===== config.mk =====
export PLATFORM = sky130hd
export DESIGN_NAME = ansi_escape_text_cursor_unit
export DESIGN_NICKNAME = d
export VERILOG_FILES = /design/src/aetc_pkg.sv /design/src/aetc_ctrl.sv /design/src/aetc_dp.sv /design/src/ansi_escape_text_cursor_unit.sv
export SDC_FILE = /design/constraint.sdc
export NUM_CORES = 1
export LEC_CHECK = 0
export BUFFER_PORTS_ARGS = -buffer_cell sky130_fd_sc_hd__buf_2
export CAP_MARGIN = 0
export CORE_MARGIN = 2
export CORE_UTILIZATION = 60
export DETAILED_ROUTE_END_ITERATION = 6
export PLACE_DENSITY = 0.79
export SYNTH_ARGS = -nofsm -noshare
export SYNTH_HDL_FRONTEND = slang
export SYNTH_SLANG_ARGS = --single-unit

===== constraint.sdc =====
create_clock -name clk_i -period 6.5 [get_ports clk_i]
set_clock_uncertainty 0.1 [all_clocks]
set_input_delay 0 -clock clk_i [delete_from_list [all_inputs] [get_ports clk_i]]
set_output_delay 0 -clock clk_i [all_outputs]
set_load 0.02 [all_outputs]

===== src/aetc_pkg.sv =====
// Shared types, constants and the colour palette for the text cursor unit.
// No dependencies; every other file refers to it by scoped names.
package aetc_pkg;

  // Screen geometry and parser sizes
  localparam int unsigned ScreenCols = 80;
  localparam int unsigned ScreenRows = 25;
  localparam int unsigned StackDepth = 8;
  // Tab stop spacing; must be a power of two (the next stop is found by masking)
  localparam int unsigned TabStop    = 4;

  localparam int unsigned StackIdxW  = $clog2(StackDepth);
  localparam int unsigned StackCntW  = $clog2(StackDepth + 1);
  localparam int unsigned CharW      = 8;
  localparam int unsigned PosW       = 8;
  localparam int unsigned AccW       = 16;
  localparam int unsigned RgbW       = 24;

  // Cursor arithmetic runs one bit wider than a position to catch overflow
  localparam logic [PosW:0] Cols9    = (PosW + 1)'(ScreenCols);
  localparam logic [PosW:0] Rows9    = (PosW + 1)'(ScreenRows);
  localparam logic [PosW:0] TabStep9 = (PosW + 1)'(TabStop);
  localparam logic [PosW:0] TabMask9 = (PosW + 1)'(TabStop - 1);

  // Byte codes
  localparam logic [CharW-1:0] CharEsc     = 8'h1B;
  localparam logic [CharW-1:0] CharBracket = 8'h5B;
  localparam logic [CharW-1:0] CharSemi    = 8'h3B;
  localparam logic [CharW-1:0] CharSave    = 8'h73;
  localparam logic [CharW-1:0] CharRestore = 8'h75;
  localparam logic [CharW-1:0] CharSgr     = 8'h6D;
  localparam logic [CharW-1:0] CharCupH    = 8'h48;
  localparam logic [CharW-1:0] CharCupF    = 8'h66;
  localparam logic [CharW-1:0] CharErase   = 8'h4A;
  localparam logic [CharW-1:0] CharBs      = 8'h08;
  localparam logic [CharW-1:0] CharTab     = 8'h09;
  localparam logic [CharW-1:0] CharLf      = 8'h0A;
  localparam logic [CharW-1:0] CharCr      = 8'h0D;
  localparam logic [CharW-1:0] CharZero    = 8'h30;
  localparam logic [CharW-1:0] CharNine    = 8'h39;

  // Attribute and erase values
  localparam logic [AccW-1:0] AttrReset   = 16'd0;
  localparam logic [AccW-1:0] AttrFgLo    = 16'd30;
  localparam logic [AccW-1:0] AttrFgHi    = 16'd37;
  localparam logic [AccW-1:0] AttrBgLo    = 16'd40;
  localparam logic [AccW-1:0] AttrBgHi    = 16'd47;
  localparam logic [AccW-1:0] AttrFgBrLo  = 16'd90;
  localparam logic [AccW-1:0] AttrFgBrHi  = 16'd97;
  localparam logic [AccW-1:0] AttrBgBrLo  = 16'd100;
  localparam logic [AccW-1:0] AttrBgBrHi  = 16'd107;
  localparam logic [AccW-1:0] EraseScreen = 16'd2;

  localparam logic [RgbW-1:0] ResetFore = 24'hFFFFFF;
  localparam logic [RgbW-1:0] ResetBack = 24'h000000;

  // Configuration register indexes
  localparam logic CfgDefaultFore = 1'b0;
  localparam logic CfgDefaultBack = 1'b1;

  typedef enum logic [1:0] {
    KindNone  = 2'd0,
    KindDraw  = 2'd1,
    KindClear = 2'd2,
    KindError = 2'd3
  } kind_e;

  typedef enum logic [1:0] {
    PhNormal  = 2'd0,
    PhEsc     = 2'd1,
    PhBracket = 2'd2,
    PhValue   = 2'd3
  } phase_e;

  // How the controller has to sequence the byte held in the datapath
  typedef enum logic [1:0] {
    ClsSimple = 2'd0,
    ClsColour = 2'd1,
    ClsPrint  = 2'd2
  } dec_cls_e;

  typedef struct packed {
    logic load;
    logic exec;
    logic apply;
    logic draw;
    logic advance;
    logic emit;
  } cmd_t;

  typedef struct packed {
    dec_cls_e cls;
    logic     apply_last;
    logic     out_free;
  } status_t;

  function automatic logic [RgbW-1:0] palette(input logic [3:0] idx);
    logic [RgbW-1:0] rgb;
    case (idx)
      4'd0:    rgb = 24'h000000;
      4'd1:    rgb = 24'hAA0000;
      4'd2:    rgb = 24'h00AA00;
      4'd3:    rgb = 24'hAA5500;
      4'd4:    rgb = 24'h0000AA;
      4'd5:    rgb = 24'hAA00AA;
      4'd6:    rgb = 24'h00AAAA;
      4'd7:    rgb = 24'hAAAAAA;
      4'd8:    rgb = 24'h555555;
      4'd9:    rgb = 24'hFF5555;
      4'd10:   rgb = 24'h55FF55;
      4'd11:   rgb = 24'hFFFF55;
      4'd12:   rgb = 24'h5555FF;
      4'd13:   rgb = 24'hFF55FF;
      4'd14:   rgb = 24'h55FFFF;
      default: rgb = 24'hFFFFFF;
    endcase
    return rgb;
  endfunction

endpackage


===== src/aetc_ctrl.sv =====
// Sequencer of the text cursor unit: one-hot state machine issuing datapath commands.
// Depends on aetc_pkg for the command and status structs.
module aetc_ctrl (
  input  logic             clk_i,
  input  logic             rst_ni,
  input  logic             in_valid_i,
  output logic             in_stall_o,
  input  aetc_pkg::status_t sts_i,
  output aetc_pkg::cmd_t    cmd_o
);

  typedef enum logic [5:0] {
    StIdle   = 6'b000001,
    StDecode = 6'b000010,
    StApply  = 6'b000100,
    StDraw   = 6'b001000,
    StStep   = 6'b010000,
    StEmit   = 6'b100000
  } state_e;

  state_e state_q, state_d;

  always_ff @(posedge clk_i or negedge rst_ni) begin
    if (!rst_ni) begin
      state_q <= StIdle;
    end else begin
      state_q <= state_d;
    end
  end

  always_comb begin
    state_d = state_q;
    cmd_o   = '0;
    unique case (state_q)
      StIdle: begin
        if (in_valid_i) begin
          cmd_o.load = 1'b1;
          state_d    = StDecode;
        end
      end
      StDecode: begin
        case (sts_i.cls)
          aetc_pkg::ClsColour: begin
            cmd_o.exec = 1'b1;
            state_d    = StApply;
          end
          aetc_pkg::ClsPrint: begin
            state_d = StDraw;
          end
          default: begin
            cmd_o.exec = 1'b1;
            state_d    = StEmit;
          end
        endcase
      end
      StApply: begin
        cmd_o.apply = 1'b1;
        if (sts_i.apply_last) begin
          state_d = StEmit;
        end
      end
      StDraw: begin
        cmd_o.draw = 1'b1;
        state_d    = StStep;
      end
      StStep: begin
        cmd_o.advance = 1'b1;
        state_d       = StEmit;
      end
      StEmit: begin
        // hold until the output slot is free
        if (sts_i.out_free) begin
          cmd_o.emit = 1'b1;
          state_d    = StIdle;
        end
      end
      default: begin
        state_d = StIdle;
      end
    endcase
  end

  assign in_stall_o = (state_q != StIdle);

endmodule


===== src/aetc_dp.sv =====
// Datapath of the text cursor unit: parser state, value stack, cursor, colours, result.
// Depends on aetc_pkg; driven by aetc_ctrl through cmd_t, reports through status_t.
module aetc_dp (
  input  logic                        clk_i,
  input  logic                        rst_ni,
  input  aetc_pkg::cmd_t              cmd_i,
  output aetc_pkg::status_t           sts_o,
  input  logic [aetc_pkg::CharW-1:0]  char_code_i,
  input  logic                        out_stall_i,
  input  logic                        cfg_wr_i,
  input  logic                        cfg_index_i,
  input  logic [aetc_pkg::RgbW-1:0]   cfg_data_i,
  output logic                        out_valid_o,
  output aetc_pkg::kind_e             out_kind_o,
  output logic [aetc_pkg::CharW-1:0]  out_code_o,
  output logic [aetc_pkg::PosW-1:0]   out_col_o,
  output logic [aetc_pkg::PosW-1:0]   out_row_o,
  output logic [aetc_pkg::RgbW-1:0]   out_fore_o,
  output logic [aetc_pkg::RgbW-1:0]   out_back_o
);

  localparam int unsigned CharW     = aetc_pkg::CharW;
  localparam int unsigned PosW      = aetc_pkg::PosW;
  localparam int unsigned AccW      = aetc_pkg::AccW;
  localparam int unsigned RgbW      = aetc_pkg::RgbW;
  localparam int unsigned StackIdxW = aetc_pkg::StackIdxW;
  localparam int unsigned StackCntW = aetc_pkg::StackCntW;
  localparam logic [StackCntW-1:0] DepthCnt = StackCntW'(aetc_pkg::StackDepth);
  localparam logic [StackIdxW-1:0] LastIdx  = StackIdxW'(aetc_pkg::StackDepth - 1);

  // saturate a stacked value onto the screen
  function automatic logic [PosW-1:0] sat_pos(input logic [AccW-1:0] v,
                                               input logic [PosW:0]   limit);
    logic [PosW-1:0] r;
    if (v >= AccW'(limit)) begin
      r = PosW'(limit - 1'b1);
    end else begin
      r = v[PosW-1:0];
    end
    return r;
  endfunction

  // Registers
  logic [CharW-1:0]     char_q;
  aetc_pkg::phase_e     phase_q, phase_d;
  logic [AccW-1:0]      accum_q, accum_d;
  logic [StackCntW-1:0] count_q, count_d;
  logic [StackIdxW-1:0] idx_q, idx_d;
  logic [AccW-1:0]      stack_q [aetc_pkg::StackDepth];
  logic [PosW-1:0]      col_q, col_d, row_q, row_d;
  logic [PosW-1:0]      scol_q, scol_d, srow_q, srow_d;
  logic [RgbW-1:0]      fore_q, fore_d, back_q, back_d;
  logic [RgbW-1:0]      dfore_q, dback_q;

  aetc_pkg::kind_e      pk_kind_q, pk_kind_d;
  logic [CharW-1:0]     pk_code_q, pk_code_d;
  logic [PosW-1:0]      pk_col_q, pk_col_d, pk_row_q, pk_row_d;
  logic [RgbW-1:0]      pk_fore_q, pk_fore_d, pk_back_q, pk_back_d;

  logic                 out_valid_q;
  aetc_pkg::kind_e      out_kind_q;
  logic [CharW-1:0]     out_code_q;
  logic [PosW-1:0]      out_col_q, out_row_q;
  logic [RgbW-1:0]      out_fore_q, out_back_q;

  logic                 push_en;

  // Byte classification
  logic                 is_digit;
  logic [AccW-1:0]      digit_val;
  logic                 is_simple, is_colour;

  assign is_digit  = (char_q >= aetc_pkg::CharZero) && (char_q <= aetc_pkg::CharNine);
  assign digit_val = AccW'(char_q - aetc_pkg::CharZero);

  always_comb begin
    is_simple = 1'b0;
    is_colour = 1'b0;
    unique case (phase_q)
      aetc_pkg::PhNormal:  is_simple = (char_q == aetc_pkg::CharEsc);
      aetc_pkg::PhEsc:     is_simple = (char_q == aetc_pkg::CharBracket);
      aetc_pkg::PhBracket: is_simple = is_digit || (char_q == aetc_pkg::CharSave) ||
                                       (char_q == aetc_pkg::CharRestore);
      aetc_pkg::PhValue: begin
        is_simple = is_digit || (char_q == aetc_pkg::CharSemi) ||
                    (char_q == aetc_pkg::CharCupH) || (char_q == aetc_pkg::CharCupF) ||
                    (char_q == aetc_pkg::CharErase);
        is_colour = (char_q == aetc_pkg::CharSgr);
      end
      default: ;
    endcase
  end

  assign sts_o.cls        = is_colour ? aetc_pkg::ClsColour :
                            is_simple ? aetc_pkg::ClsSimple : aetc_pkg::ClsPrint;
  assign sts_o.apply_last = (idx_q == '0);
  assign sts_o.out_free   = !out_valid_q || !out_stall_i;

  // Cursor arithmetic for a drawn glyph
  logic [PosW:0] dc, dr, ac, ar;
  logic [AccW-1:0] attr;

  always_comb begin
    dc = {1'b0, col_q};
    dr = {1'b0, row_q};
    case (char_q)
      aetc_pkg::CharBs: begin
        if (col_q != '0) begin
          dc = dc - 1'b1;
        end
      end
      aetc_pkg::CharLf: begin
        dc = '0;
        dr = dr + 1'b1;
      end
      aetc_pkg::CharTab: dc = (dc & ~aetc_pkg::TabMask9) + aetc_pkg::TabStep9;
      aetc_pkg::CharCr:  dc = '0;
      default: ;
    endcase
    if (dc >= aetc_pkg::Cols9) begin
      dc = '0;
      dr = dr + 1'b1;
    end
    if (dr >= aetc_pkg::Rows9) begin
      dr = aetc_pkg::Rows9 - 1'b1;
    end
  end

  // Cursor step after a draw
  always_comb begin
    ac = {1'b0, col_q} + 1'b1;
    ar = {1'b0, row_q};
    if (ac >= aetc_pkg::Cols9) begin
      ac = '0;
      ar = ar + 1'b1;
    end
    if (ar >= aetc_pkg::Rows9) begin
      ac = '0;
      ar = aetc_pkg::Rows9 - 1'b1;
    end
  end

  assign attr = stack_q[idx_q];

  always_comb begin
    phase_d   = phase_q;
    accum_d   = accum_q;
    count_d   = count_q;
    idx_d     = idx_q;
    col_d     = col_q;
    row_d     = row_q;
    scol_d    = scol_q;
    srow_d    = srow_q;
    fore_d    = fore_q;
    back_d    = back_q;
    pk_kind_d = pk_kind_q;
    pk_code_d = pk_code_q;
    pk_col_d  = pk_col_q;
    pk_row_d  = pk_row_q;
    pk_fore_d = pk_fore_q;
    pk_back_d = pk_back_q;
    push_en   = 1'b0;

    if (cmd_i.exec) begin
      pk_kind_d = aetc_pkg::KindNone;
      pk_code_d = '0;
      pk_col_d  = '0;
      pk_row_d  = '0;
      pk_fore_d = '0;
      pk_back_d = '0;
      unique case (phase_q)
        aetc_pkg::PhNormal: phase_d = aetc_pkg::PhEsc;
        aetc_pkg::PhEsc:    phase_d = aetc_pkg::PhBracket;
        aetc_pkg::PhBracket: begin
          if (is_digit) begin
            accum_d = digit_val;
            phase_d = aetc_pkg::PhValue;
          end else begin
            if (char_q == aetc_pkg::CharSave) begin
              scol_d = col_q;
              srow_d = row_q;
            end else begin
              col_d = scol_q;
              row_d = srow_q;
            end
            phase_d = aetc_pkg::PhNormal;
            accum_d = '0;
            count_d = '0;
          end
        end
        aetc_pkg::PhValue: begin
          if (is_digit) begin
            accum_d = (accum_q << 3) + (accum_q << 1) + digit_val;
          end else if (char_q == aetc_pkg::CharSemi) begin
            push_en = 1'b1;
            if (count_q < DepthCnt) begin
              count_d = count_q + 1'b1;
            end
            accum_d = '0;
            phase_d = aetc_pkg::PhBracket;
          end else begin
            // every terminator returns to normal text
            phase_d = aetc_pkg::PhNormal;
            accum_d = '0;
            count_d = '0;
            if (char_q == aetc_pkg::CharSgr) begin
              // push the last value and walk the stack from its top
              push_en = 1'b1;
              idx_d   = (count_q < DepthCnt) ? count_q[StackIdxW-1:0] : LastIdx;
            end else if (char_q == aetc_pkg::CharErase) begin
              pk_kind_d = (accum_q == aetc_pkg::EraseScreen) ? aetc_pkg::KindClear
                                                            : aetc_pkg::KindError;
            end else begin
              // cursor position: row only, or row then column
              if (count_q == '0) begin
                row_d = sat_pos(accum_q, aetc_pkg::Rows9);
                col_d = '0;
              end else if (count_q == StackCntW'(1)) begin
                row_d = sat_pos(stack_q[0], aetc_pkg::Rows9);
                col_d = sat_pos(accum_q, aetc_pkg::Cols9);
              end else begin
                pk_kind_d = aetc_pkg::KindError;
              end
            end
          end
        end
        default: ;
      endcase
    end

    if (cmd_i.apply) begin
      if (attr == aetc_pkg::AttrReset) begin
        fore_d = dfore_q;
        back_d = dback_q;
      end else if (attr >= aetc_pkg::AttrFgLo && attr <= aetc_pkg::AttrFgHi) begin
        fore_d = aetc_pkg::palette({1'b0, 3'(attr - aetc_pkg::AttrFgLo)});
      end else if (attr >= aetc_pkg::AttrBgLo && attr <= aetc_pkg::AttrBgHi) begin
        back_d = aetc_pkg::palette({1'b0, 3'(attr - aetc_pkg::AttrBgLo)});
      end else if (attr >= aetc_pkg::AttrFgBrLo && attr <= aetc_pkg::AttrFgBrHi) begin
        fore_d = aetc_pkg::palette({1'b1, 3'(attr - aetc_pkg::AttrFgBrLo)});
      end else if (attr >= aetc_pkg::AttrBgBrLo && attr <= aetc_pkg::AttrBgBrHi) begin
        back_d = aetc_pkg::palette({1'b1, 3'(attr - aetc_pkg::AttrBgBrLo)});
      end
      idx_d = idx_q - 1'b1;
    end

    if (cmd_i.draw) begin
      phase_d   = aetc_pkg::PhNormal;
      accum_d   = '0;
      count_d   = '0;
      col_d     = dc[PosW-1:0];
      row_d     = dr[PosW-1:0];
      pk_kind_d = aetc_pkg::KindDraw;
      pk_code_d = char_q;
      pk_col_d  = dc[PosW-1:0];
      pk_row_d  = dr[PosW-1:0];
      pk_fore_d = fore_q;
      pk_back_d = back_q;
    end

    if (cmd_i.advance) begin
      col_d = ac[PosW-1:0];
      row_d = ar[PosW-1:0];
    end
  end

  always_ff @(posedge clk_i or negedge rst_ni) begin
    if (!rst_ni) begin
      phase_q <= aetc_pkg::PhNormal;
      accum_q <= '0;
      count_q <= '0;
      idx_q   <= '0;
      col_q   <= '0;
      row_q   <= '0;
      scol_q  <= '0;
      srow_q  <= '0;
      fore_q  <= aetc_pkg::ResetFore;
      back_q  <= aetc_pkg::ResetBack;
      dfore_q <= aetc_pkg::ResetFore;
      dback_q <= aetc_pkg::ResetBack;
      out_valid_q <= 1'b0;
    end else begin
      phase_q <= phase_d;
      accum_q <= accum_d;
      count_q <= count_d;
      idx_q   <= idx_d;
      col_q   <= col_d;
      row_q   <= row_d;
      scol_q  <= scol_d;
      srow_q  <= srow_d;
      fore_q  <= fore_d;
      back_q  <= back_d;
      if (cfg_wr_i) begin
        if (cfg_index_i == aetc_pkg::CfgDefaultFore) begin
          dfore_q <= cfg_data_i;
        end else begin
          dback_q <= cfg_data_i;
        end
      end
      if (cmd_i.emit) begin
        out_valid_q <= 1'b1;
      end else if (!out_stall_i) begin
        out_valid_q <= 1'b0;
      end
    end
  end

  // Payload registers: no reset
  always_ff @(posedge clk_i) begin
    if (cmd_i.load) begin
      char_q <= char_code_i;
    end
    if (push_en && (count_q < DepthCnt)) begin
      stack_q[count_q[StackIdxW-1:0]] <= accum_q;
    end
    pk_kind_q <= pk_kind_d;
    pk_code_q <= pk_code_d;
    pk_col_q  <= pk_col_d;
    pk_row_q  <= pk_row_d;
    pk_fore_q <= pk_fore_d;
    pk_back_q <= pk_back_d;
    if (cmd_i.emit) begin
      out_kind_q <= pk_kind_q;
      out_code_q <= pk_code_q;
      out_col_q  <= pk_col_q;
      out_row_q  <= pk_row_q;
      out_fore_q <= pk_fore_q;
      out_back_q <= pk_back_q;
    end
  end

  assign out_valid_o = out_valid_q;
  assign out_kind_o  = out_kind_q;
  assign out_code_o  = out_code_q;
  assign out_col_o   = out_col_q;
  assign out_row_o   = out_row_q;
  assign out_fore_o  = out_fore_q;
  assign out_back_o  = out_back_q;

endmodule


===== src/ansi_escape_text_cursor_unit.sv =====
// Top level of the text console byte parser with ANSI cursor and colour sequences.
// Depends on aetc_pkg, aetc_ctrl and aetc_dp.
//
//   Channel   Direction   Handshake                  Carries
//   ------    ---------   -------------------------  ---------------------------------
//   in        sink        in_valid_i / in_stall_o    char_code_i
//   out       source      out_valid_o / out_stall_i  result_kind_o, glyph_*_o
//   cfg       sink        cfg_valid_i / cfg_ready_o  cfg_index_i, cfg_data_i
//
// Steps: a byte is taken in an idle cycle, then decoded in the next. Sequence bytes
// then go to emit, printed glyphs pass through draw, cursor step and emit, and a
// colour command applies each stacked value in turn (up to 8) before emit, walked by the
// single stack read port in the datapath.
// Reset clears parser, cursor and colour state at once; no clearing pass.
// A stalled output holds its transaction; the next byte is still accepted and waits
// in the emit step until the output register drains.
module ansi_escape_text_cursor_unit (
  input  logic                        clk_i,
  input  logic                        rst_ni,
  input  logic                        in_valid_i,
  output logic                        in_stall_o,
  input  logic [aetc_pkg::CharW-1:0]  char_code_i,
  output logic                        out_valid_o,
  input  logic                        out_stall_i,
  output logic [1:0]                  result_kind_o,
  output logic [aetc_pkg::CharW-1:0]  glyph_code_o,
  output logic [aetc_pkg::PosW-1:0]   glyph_col_o,
  output logic [aetc_pkg::PosW-1:0]   glyph_row_o,
  output logic [aetc_pkg::RgbW-1:0]   glyph_fore_o,
  output logic [aetc_pkg::RgbW-1:0]   glyph_back_o,
  input  logic                        cfg_valid_i,
  output logic                        cfg_ready_o,
  input  logic                        cfg_index_i,
  input  logic [aetc_pkg::RgbW-1:0]   cfg_data_i
);

  aetc_pkg::cmd_t    cmd;
  aetc_pkg::status_t sts;
  aetc_pkg::kind_e   out_kind;

  // Configuration writes are always ready
  assign cfg_ready_o = 1'b1;

  aetc_ctrl u_ctrl (
    .clk_i      (clk_i),
    .rst_ni     (rst_ni),
    .in_valid_i (in_valid_i),
    .in_stall_o (in_stall_o),
    .sts_i      (sts),
    .cmd_o      (cmd)
  );

  aetc_dp u_dp (
    .clk_i       (clk_i),
    .rst_ni      (rst_ni),
    .cmd_i       (cmd),
    .sts_o       (sts),
    .char_code_i (char_code_i),
    .out_stall_i (out_stall_i),
    .cfg_wr_i    (cfg_valid_i && cfg_ready_o),
    .cfg_index_i (cfg_index_i),
    .cfg_data_i  (cfg_data_i),
    .out_valid_o (out_valid_o),
    .out_kind_o  (out_kind),
    .out_code_o  (glyph_code_o),
    .out_col_o   (glyph_col_o),
    .out_row_o   (glyph_row_o),
    .out_fore_o  (glyph_fore_o),
    .out_back_o  (glyph_back_o)
  );

  assign result_kind_o = out_kind;

endmodule


## After elaboration in Yosys (flattened, before gate mapping)

Memory sizes are Yosys's and may differ from the RTL's.
Index checks and enable logic that the tools add are counted.

- Bits in registers: 316
- Memory bits (writable): 128
- ROM bits: 256
- Output and inout bits: 77
- Word-level logic and storage cells: 279
- Memories: 3

- Add/sub/neg operators: 14
- Order comparisons: 18
- Equal/unequal tests: 57
- Muxes and demuxes: 115
- Bitwise operators: 2
- Reductions and logical operators: 43

Memory list:

| memory | depth | bits a word | rd ports | clocked after memory_dff | wr ports | RTL line | source |
|---|---|---|---|---|---|---|---|
| (no name shown) | 8 | 16 | 1 | 0 | 0 | aetc_pkg.sv:99 | `case (idx)` |
| (no name shown) | 8 | 16 | 1 | 0 | 0 | aetc_pkg.sv:99 |  |
| u_dp.stack_q | 8 | 16 | 2 | 0 | 1 | aetc_dp.sv:49 | `logic [AccW-1:0] stack_q [aetc_pkg::StackDepth];` |

Operators by type and width:

| kind | count |
|---|---|
| $pmux 24 s7 | 2 |
| $mux 24 | 12 |
| $mux 8 | 34 |
| $mux 16 | 4 |
| $eq 8x7->1 const B | 7 |
| $ge 16x5->1 const B | 3 |
| $ge 16x7->1 const B | 3 |
| $mux 9 | 4 |
| $pmux 6 s6 | 1 |
| $add 16x16->16 | 2 |
| $eq 8x4->1 const B | 4 |
| $le 16x6->1 const B | 2 |
| $le 16x7->1 const B | 2 |
| $pmux 16 s2 | 1 |
| $pmux 8 s2 | 2 |
| $mux 2 | 14 |
| $pmux 9 s3 | 1 |
| $mux 4 | 6 |
| $ne 4x4->1 const B | 6 |
| $mux 3 | 7 |
| $mux 1 | 20 |
| $add 8x1->9 const B | 2 |
| $eq 3x3->1 const B | 6 |
| $ge 9x5->1 const B | 2 |
| other kinds (56) | 102 |

## Longest topological paths before layout

Gate-level depths: netlist of run 1.

- Depth in word-level cells: 16
- Mapped depth: 17
- Gate-level depth less buffers: 15

## Modules after synthesis

Synthesis of run 1 repeated with hierarchy kept, for this count alone.

- Cell total of the unflattened synthesis: 1528
- Area total of the unflattened synthesis: 20223.1 µm²

Modules (own cells, without submodules):

| module | times used | cells an instance | area each (µm²) |
|---|---|---|---|
| aetc_dp | 1 | 1477 | 19755.2 |
| aetc_ctrl | 1 | 49 | 456.7 |
| ansi_escape_text_cursor_unit | 1 | 2 | 11.3 |

## Worst setup path after synthesis of run 1

Ideal clock, no wire load.

- Kind: reg-to-reg
- Start point: register u_ctrl.state_q[3]
- End point: register u_dp.out_back_q[0] (netlist: u_dp.out_back_o[0]) (enable)
- Library setup time: 0.530 ns
- Arrival time: 4.686 ns
- Setup slack: 1.183 ns
- Cell stages (with the launch flop): 5
- Buffers on the path: 1
- Clock period less this slack: 5.317 ns
- Cells stage by stage: dfrtp_1 -> clkbuf_1 -> nor4_1 -> nand3b_1 -> a21oi_1

RTL lines:

| item | RTL line | source |
|---|---|---|
| from (decl) | aetc_ctrl.sv:21 | `state_e state_q, state_d;` |
| from (signal assigned) | aetc_ctrl.sv:25 | `state_q <= StIdle;` |
| from (signal assigned) | aetc_ctrl.sv:27 | `state_q <= state_d;` |
| to (signal assigned) | aetc_dp.sv:328 | `out_back_q <= pk_back_q;` |
| to (decl) | aetc_dp.sv:64 | `logic [RgbW-1:0] out_fore_q, out_back_q;` |

## Final worst setup path of run 1

- Start point: register u_dp.char_q[4]
- End point: memory u_dp.stack_q[1][9] (enable)

- Cells in the longest elaborated chain, start to end: 16

RTL lines:

| item | RTL line | source |
|---|---|---|
| from (decl) | aetc_dp.sv:44 | `logic [CharW-1:0] char_q;` |
| from (signal assigned) | aetc_dp.sv:311 | `char_q <= char_code_i;` |
| $ge 8x6->1 or $le 8x6->1 (tied branches) | aetc_dp.sv:73 | `assign is_digit = (char_q >= aetc_pkg::CharZero) && (char_q <= aetc_pkg::CharNine);` |
| $logic_and 1x1->1 | aetc_dp.sv:73 |  |
| $logic_or 1x1->1 (2 in series) | aetc_dp.sv:85 | `is_simple = is_digit \|\| (char_q == aetc_pkg::CharSemi) \|\|` |
| $logic_or 1x1->1 (2 in series) | aetc_dp.sv:86 | `(char_q == aetc_pkg::CharCupH) \|\| (char_q == aetc_pkg::CharCupF) \|\|` |
| $pmux 1 s4 | aetc_dp.sv:79 | `unique case (phase_q)` |
| $mux 2 | aetc_dp.sv:95 | `is_simple ? aetc_pkg::ClsSimple : aetc_pkg::ClsPrint;` |
| $mux 2 | aetc_dp.sv:94 | `assign sts_o.cls = is_colour ? aetc_pkg::ClsColour :` |
| $eq 2x2->1 | aetc_ctrl.sv:42 | `case (sts_i.cls)` |
| $mux 1 | aetc_ctrl.sv:42 |  |
| $mux 1 | aetc_ctrl.sv:34 | `unique case (state_q)` |
| $mux 1 * | aetc_dp.sv:164 | `if (cmd_i.exec) begin` |
| $logic_and 1x1->1 * | aetc_dp.sv:313 | `if (push_en && (count_q < DepthCnt)) begin` |
| $mux 1 * | aetc_dp.sv:313 |  |
| $mux 1 (not written as such) * | aetc_dp.sv:314 | `stack_q[count_q[StackIdxW-1:0]] <= accum_q;` |
| to (decl) | aetc_dp.sv:49 |  |

Mark *: on every way between the ends. The rest lies on a longest branch, timed or not.

==> results of run 1 <==
==> metal layers <==
layer,vias to the layer above,share of wire (%),track usage (%)
met5,-,0.029,0
met2,539,49,42.14
met3,101,6.9,4.597
met1,6601,41,34.89
met4,2,3.1,8.578
li1,6118,-,-
==> area by class of cell <==
class / instances / area, sq um
clock buffers: 55 / 1142
clock inverters: 26 / 331.6
fillers: 2209 / 10360
inverters: 54 / 202.7
multi-input cells: 1005 / 7047
flip-flops and latches: 444 / 12570
well taps: 448 / 560.5
repair buffers: 166 / 1061
==> critical path, stage by stage (launching register included) <==
cell,delay (ns)
edfxtp_1,0.45
ha_1,0.35
or4b_1,0.47
o22a_1,0.22
a311oi_2,0.76
a21oi_1,0.13
o21bai_1,0.35
and2_1,0.33
and4_1,0.26
nand3b_1,0.16
nor3_2,1.03
==> power by group <==
part / internal, mW / total (mW) / switching (mW)
combinational: 0.251 / 0.613 / 0.362
sequential: 3.15 / 3.29 / 0.139
clock: 1.54 / 2.58 / 1.04
total: 4.93 / 6.48 / 1.54
==> placed cells by master (no fill, tap or decap), types with 12 or more instances in the layout <==
cell,count
mux2_2,72
and2_1,55
edfxtp_1,282
nor2_1,152
inv_1,53
fa_1,13
nand3_1,30
buf_4,17
dfstp_2,49
buf_2,112
ha_1,33
o21ai_1,15
xnor2_1,25
a211oi_1,12
clkbuf_16,44
nor4_1,23
dfrtp_1,111
mux4_2,19
mux2i_1,20
o21ai_0,67
a21oi_1,90
dlygate4sd3_1,35
o211ai_1,15
nand2_1,96
nor3_1,41
o31ai_1,14
==> flip-flops by register name (all words and copies together), names as in the netlist, 3 cells and up <==
signal,count
u_dp.stack_q,128
u_dp.pk_fore_q,24
u_dp.back_q,24
u_dp.row_q,8
u_dp.accum_q,16
u_dp.out_row_o,8
u_dp.pk_row_q,8
u_dp.srow_q,8
u_dp.pk_code_q,8
u_dp.char_q,8
u_dp.count_q,4
u_dp.pk_col_q,8
u_dp.col_q,8
u_dp.dback_q,24
u_dp.idx_q,3
u_dp.scol_q,8
u_dp.out_fore_o,24
u_dp.pk_back_q,24
u_ctrl.state_q,6
u_dp.fore_q,24
u_dp.out_code_o,8
u_dp.out_col_o,8
u_dp.dfore_q,24
u_dp.out_back_o,24
==> timing repair <==
action	CTS	global route
hold endpoints to repair	153	0
hold buffers	35	0
setup buffers	0	0
==> through the flow <==
step | hold slack (ns) | setup WS (ns) | area (sq um) | cells
final | -0.06215 | 1.475 | 22920 | 2198
after global routing | 0.02911 | 1.170 | 22920 | 2198
after CTS | 0.008481 | 1.475 | 22900 | 2196
after detailed placement | 0.01467 | 1.505 | 21080 | 2080
after global placement | 0.006756 | 1.788 | 21080 | 2080
after floorplan | -0.3956 | 1.183 | 20140 | 1586
==> kinds of logic (layout without fill, tap and decap cells) <==
logic type,Yosys count,in the layout,synth area share (%)
flops,444,444,62.46
mux,114,114,7.360
xor+xnor,36,36,1.566
simple gates,497,497,12.51
compound gates,307,307,9.933
buf+inv,137,301,2.791
fa+ha+maj,46,46,3.344
other cells,2,5,0.03731
==> worst max-delay path by stage <==
stage                 startpoint                  end  slack, ns  cells after the start
2_1_floorplan  u_ctrl.state_q[3]   u_dp.out_back_o[0]       1.18                      4
5_1_grt           u_dp.char_q[4]   u_dp.stack_q[1][9]       1.17                     10
4_1_cts           u_dp.char_q[4]   u_dp.stack_q[3][0]       1.48                     10
6_report          u_dp.char_q[4]   u_dp.stack_q[1][9]       1.47                     10
3_5_place_dp      u_dp.char_q[4]  u_dp.stack_q[3][13]       1.51                     10
3_3_place_gp      u_dp.char_q[4]  u_dp.stack_q[3][12]       1.79                     10
==> metrics.yaml, run 1 <==
logic_synthesis:
  synth_edf_count: 282
  post-synth-top-area-fraction_pct: 42.07
  synthFlopType: "edfxtp_1"
  synth_warn: 0
  syn_inst: 1583
  ys_ff_latch: 444
  syn_avg_cell_area_sq_um: 12.72
  synth_top_area_cell: "edfxtp_1"
  synth_top_cells_by_area: "edfxtp_1 (42%), dfrtp_1 (14%), dfstp_2 (6.4%)"
  synth_cell_types: 97
  synth.most_common_cell: "edfxtp_1"
  synth_sequential_area_ratio_pct: 62.46
  netlist_area_sq_um: 20130
  synth_async_sr_flop_share_pct: 36.04
  post_synth_most_frequent_cells: "edfxtp_1 (282), nor2_1 (152), dfrtp_1 (111)"
die:
  die_area_sq_um: 35030
  core-area_sq_um: 33280
  initial_core_util_pct: 60.48
  chipWidth_um: 187.2
  ios: 115
  floorplan.rows: 67
  die_height_um: 187.2
placed_design:
  place.detailed.hpwl_mm: 29.68
  gp_congestion: 0.9002
  port_buffers: 113
grt:
  grt_overflow: 0
  first_global_vias: 13300
  antenna_found_initial: 1
  grt_start_max_net_pins: 87
  groute.usage.overall_pct: 25.61
  grt_first_pass_wirelength_mm: 71.13
worst_setup_path:
  endpoint_kind: "flop"
  worst_r2r_endpoint: "u_dp.stack_q[1][9]"
  worstPathArrival_ns: 5.06
  crit_type: "reg -> reg"
  reg2regPathDepth: 10
  critical_path_required_ns: 6.54
  worst_setup_path_start_kind: "flop"
  crit-reg2reg-launch: "u_dp.char_q[4]"
  ff_to_ff_setup_slack_ns: 1.47
  worst-path-max-fanout: 16
outcome:
  status: "finished with violations"
  violated_checks: "negative hold slack"
clock_network:
  clock_tree.root_cell: "clkbuf_16"
  tritoncts: "done"
  clock_path_buffers: 3
  cts.repair.resized: 0
  worstSkewPairLatency_ns: 0.55
  cts_inserted_buffers: 44
  worst_setup_hold_path_clk_slew_ns: 0.07
  h-tree-depth: 2
  clock_sink_count: 444
sta:
  setup_tns_ns: 0
  max_slew_margin_pct: 10.74
  period_utilization_post_route_pct: 77.31
  maxSlewViolCount: 0
  tightest_slew_ns: 1.332
  hold_viol: 20
  final_period_minus_worst_setup_slack_ns: 5.025
  timing.hold.ws_ns: -0.06215
  number_of_setup_violations_in_the_final_report: 0
  fmax_ghz: 0.1990
  rsz_0062_raised_after_global_routing: "no"
drt:
  detail_route.wl_per_cell_um: 20.21
  drt-pass1-iter-count: 6
  via_count: 13360
  route.final.wire_length_mm: 44.42
  post_drt_via_cell_ratio: 6.079
  post-route-drc-count: 0
  final_antenna_net_count: 0
  initial_drt_markers: 1426
job:
  cap_violations: 0
final_layout:
  final_util_pct: 68.86
  drive_gt1_share_pct: 21.14
  synthToLayoutAreaGrowth_pct: 13.85
  finalNetCount: 1799
  antenna_cells: 0
worst_hold_path:
  hold_class: "in -> async"
power:
  total_leakage_power_nw: 8.705
  ir_drop_worst_case_vdd_mv: 0.1855
  fin_total_pwr_mw: 6.479
  power_density_nw_per_um2: 282.7
No activity file was read; power rests on OpenSTA's default activity.
==> inputs of run 2 (changes only) <==
==> constraint.sdc (replaced) <==
create_clock -name clk_i -period 5.25 [get_ports clk_i]
set_clock_uncertainty 0.1 [all_clocks]
set_input_delay 0 -clock clk_i [delete_from_list [all_inputs] [get_ports clk_i]]
set_output_delay 0 -clock clk_i [all_outputs]
set_load 0.02 [all_outputs]
==> metrics.yaml, run 2 (synthesized netlist as in run 1, its figures left out) <==
drt:
  final_antenna_net_count: 0  # unchanged
  initial_drt_markers: 1343  # -5.8%
  via_count: 13320  # -0.33%
  drt-pass1-iter-count: 7  # +1
  detail_route.wl_per_cell_um: 20.43  # +1.1%
  route.final.wire_length_mm: 45.15  # +1.7%
  post_drt_via_cell_ratio: 6.026  # -0.87%
  post-route-drc-count: 0  # unchanged
sta:
  hold_viol: 7  # -65%
  final_period_minus_worst_setup_slack_ns: 4.443  # -0.5826 ns
  fmax_ghz: 0.2251  # +13%
  timing.hold.ws_ns: -0.05496  # +0.007187 ns
  maxSlewViolCount: 0  # unchanged
  period_utilization_post_route_pct: 84.62  # +7.3 points
  rsz_0062_raised_after_global_routing: "no"
  setup_tns_ns: 0  # unchanged
  max_slew_margin_pct: 15.77  # +5.0 points
  number_of_setup_violations_in_the_final_report: 0  # unchanged
  tightest_slew_ns: 1.260  # -0.07120 ns
clock_network:
  clock_path_buffers: 3  # unchanged
  number_of_setup_buffers_added_after_cts: 0  # unchanged
  clock_sink_count: 444  # unchanged
  clock_tree.root_cell: "clkbuf_16"
  tritoncts: "done"
  worstSkewPairLatency_ns: 0.56  # about the same
  h-tree-depth: 2  # unchanged
  cts_hold_buffers: 35  # unchanged
  worst_setup_hold_path_clk_slew_ns: 0.06  # about the same
  cts_inserted_buffers: 44  # unchanged
  cts.repair.resized: 0  # unchanged
worst_setup_path:
  worst_setup_startpoint: "u_dp.char_q[1]"
  crit-reg2reg-launch: "u_dp.char_q[1]"
  crit_type: "reg -> reg"
  worst_setup_path_start_kind: "flop"
  critical_path.slowest_cell: "edfxtp_1"
  crit_path_frequent_cell: "nand2_1"
  critical_path_required_ns: 5.61  # -0.93 ns
  critical_path_buf_inv_count: 0  # unchanged
  crit_path_cell_trace: "nor4bb_1, nand2_1, xnor2_1, ha_1, nand3_1, nor3_1, or3_1, nand2_1, a2111o_1, a2111oi_0, o31ai_1, o221ai_1"
  cpPeakStageDelay_ns: 0.70  # -0.33 ns
  worst-path-max-fanout: 13  # -3
  worstPathArrival_ns: 4.80  # -0.26 ns
  endpoint_kind: "flop"
  crit_family: "simple AND/OR/NAND/NOR gates"
final_layout:
  synthToLayoutAreaGrowth_pct: 14.82
  fin_area_sq_um: 23110  # +0.85%
  drive_gt1_share_pct: 21.79  # +0.65 points
  antenna_cells: 0  # unchanged
  layout.cells.most_common_list: "edfxtp_1 (282), nor2_1 (152), buf_2 (112)"
  max_ffs_per_register: 128  # unchanged
  layout.cells.most_common: "edfxtp_1"
  finalNetCount: 1810  # +0.61%
placed_design:
  detailed_place.area_sq_um: 21200  # +0.58%
  gp_congestion: 0.8904  # -1.1%
  place.detailed.hpwl_mm: 29.86  # +0.61%
  port_buffers: 113  # unchanged
worst_hold_path:
  hold_class: "in -> async"
grt:
  grt_start_max_net_pins: 90  # +3.4%
  first_global_vias: 13020  # -2.1%
  antenna_found_initial: 0  # -1
  groute.usage.overall_pct: 26.10  # +0.49 points
  grt_first_pass_wirelength_mm: 71.66  # +0.75%
  grt_overflow: 0  # unchanged
die:
  die_area_sq_um: 35030  # unchanged
  die_height_um: 187.2  # unchanged
  initial_core_util_pct: 60.48  # unchanged
  chipWidth_um: 187.2  # unchanged
  ios: 115  # unchanged
  core-area_sq_um: 33280  # unchanged
  floorplan.rows: 67  # unchanged
outcome:
  violated_checks: "negative hold slack"
  status: "finished with violations"
power:
  ir_drop_worst_case_vdd_mv: 0.2354  # +27%
  total_leakage_power_nw: 8.889  # +2.1%
  power_density_nw_per_um2: 354.5  # +25%
job:
  cap_violations: 0  # unchanged
## run 2: cell types whose count changed in the layout (fill, tap and decap cells not counted), sizes merged
cell / change
buf: +11
bufinv: +1
inv: -2
clkinvlp: -2
clkbuf: +6
clkinv: -2
## run 2: routing by layer
metal / GRT usage, % / routed length (um) / vias up
met5: 0 / 0 / -
met4: 7.937 / 1198 / 0
met3: 3.809 / 2678 / 94
met2: 43.15 / 21800 / 478
met1: 36.33 / 19470 / 6602
li1: - / - / 6143
## run 2: through the flow
stage / instances / utilization (%) / hold slack [ns] / power, mW / setup WS (ns)
2_1_floorplan: 1586 / - / -0.3956 / 4.607 / 0.8006
3_3_place_gp: 2093 / 63.69 / 0.006595 / 4.833 / 1.025
3_5_place_dp: 2093 / 63.69 / 0.02038 / 4.858 / 0.8624
4_1_cts: 2210 / 69.45 / 0.0007719 / 8.225 / 0.8259
5_1_grt: 2210 / 69.45 / 0.02835 / 8.468 / 0.4895
6_report: 2210 / 69.45 / -0.05496 / 8.192 / 0.8074
## run 2: path summary, 6_finish.rpt
path / end / slack [ns] / cells after the start
setup / recovery: u_dp.row_q[0] / 0.81 / 12
hold / removal: u_dp.row_q[7] / -0.05 / 2
setup reg to reg: u_dp.row_q[0] / 0.81 / 12
hold reg to reg: u_dp.out_back_o[7] / 0.32 / 0
max in group asynchronous: u_dp.idx_q[2] / 3.92 / 3
min in group clk_i: u_dp.dfore_q[21] / 0.02 / 4
## run 2: worst reg2reg max path, stage by stage (launching register included)
cell	delay (ns)
edfxtp_1	0.70
nor4bb_1	0.64
nand2_1	0.39
xnor2_1	0.40
ha_1	0.31
nand3_1	0.12
nor3_1	0.18
or3_1	0.15
nand2_1	0.07
a2111o_1	0.30
a2111oi_0	0.53
o31ai_1	0.23
o221ai_1	0.22
## run 2: report_power, final
| group | switching [mW] | internal, mW | total [mW] |
|---|---|---|---|
| Clock | 1.31 | 2.05 | 3.36 |
| Sequential | 0.169 | 3.88 | 4.05 |
| Combinational | 0.461 | 0.318 | 0.779 |
| Total | 1.94 | 6.25 | 8.19 |
## run 2: cell type report
type | count | area (sq um)
Clock inverter | 21 | 326.6
Fill cell | 2209 | 10170
Inverter | 54 | 202.7
Clock buffer | 61 | 1237
Multi-Input combinational cell | 1005 | 7047
Timing Repair Buffer | 177 | 1165
Tap cell | 448 | 560.5
Sequential cell | 444 | 12570
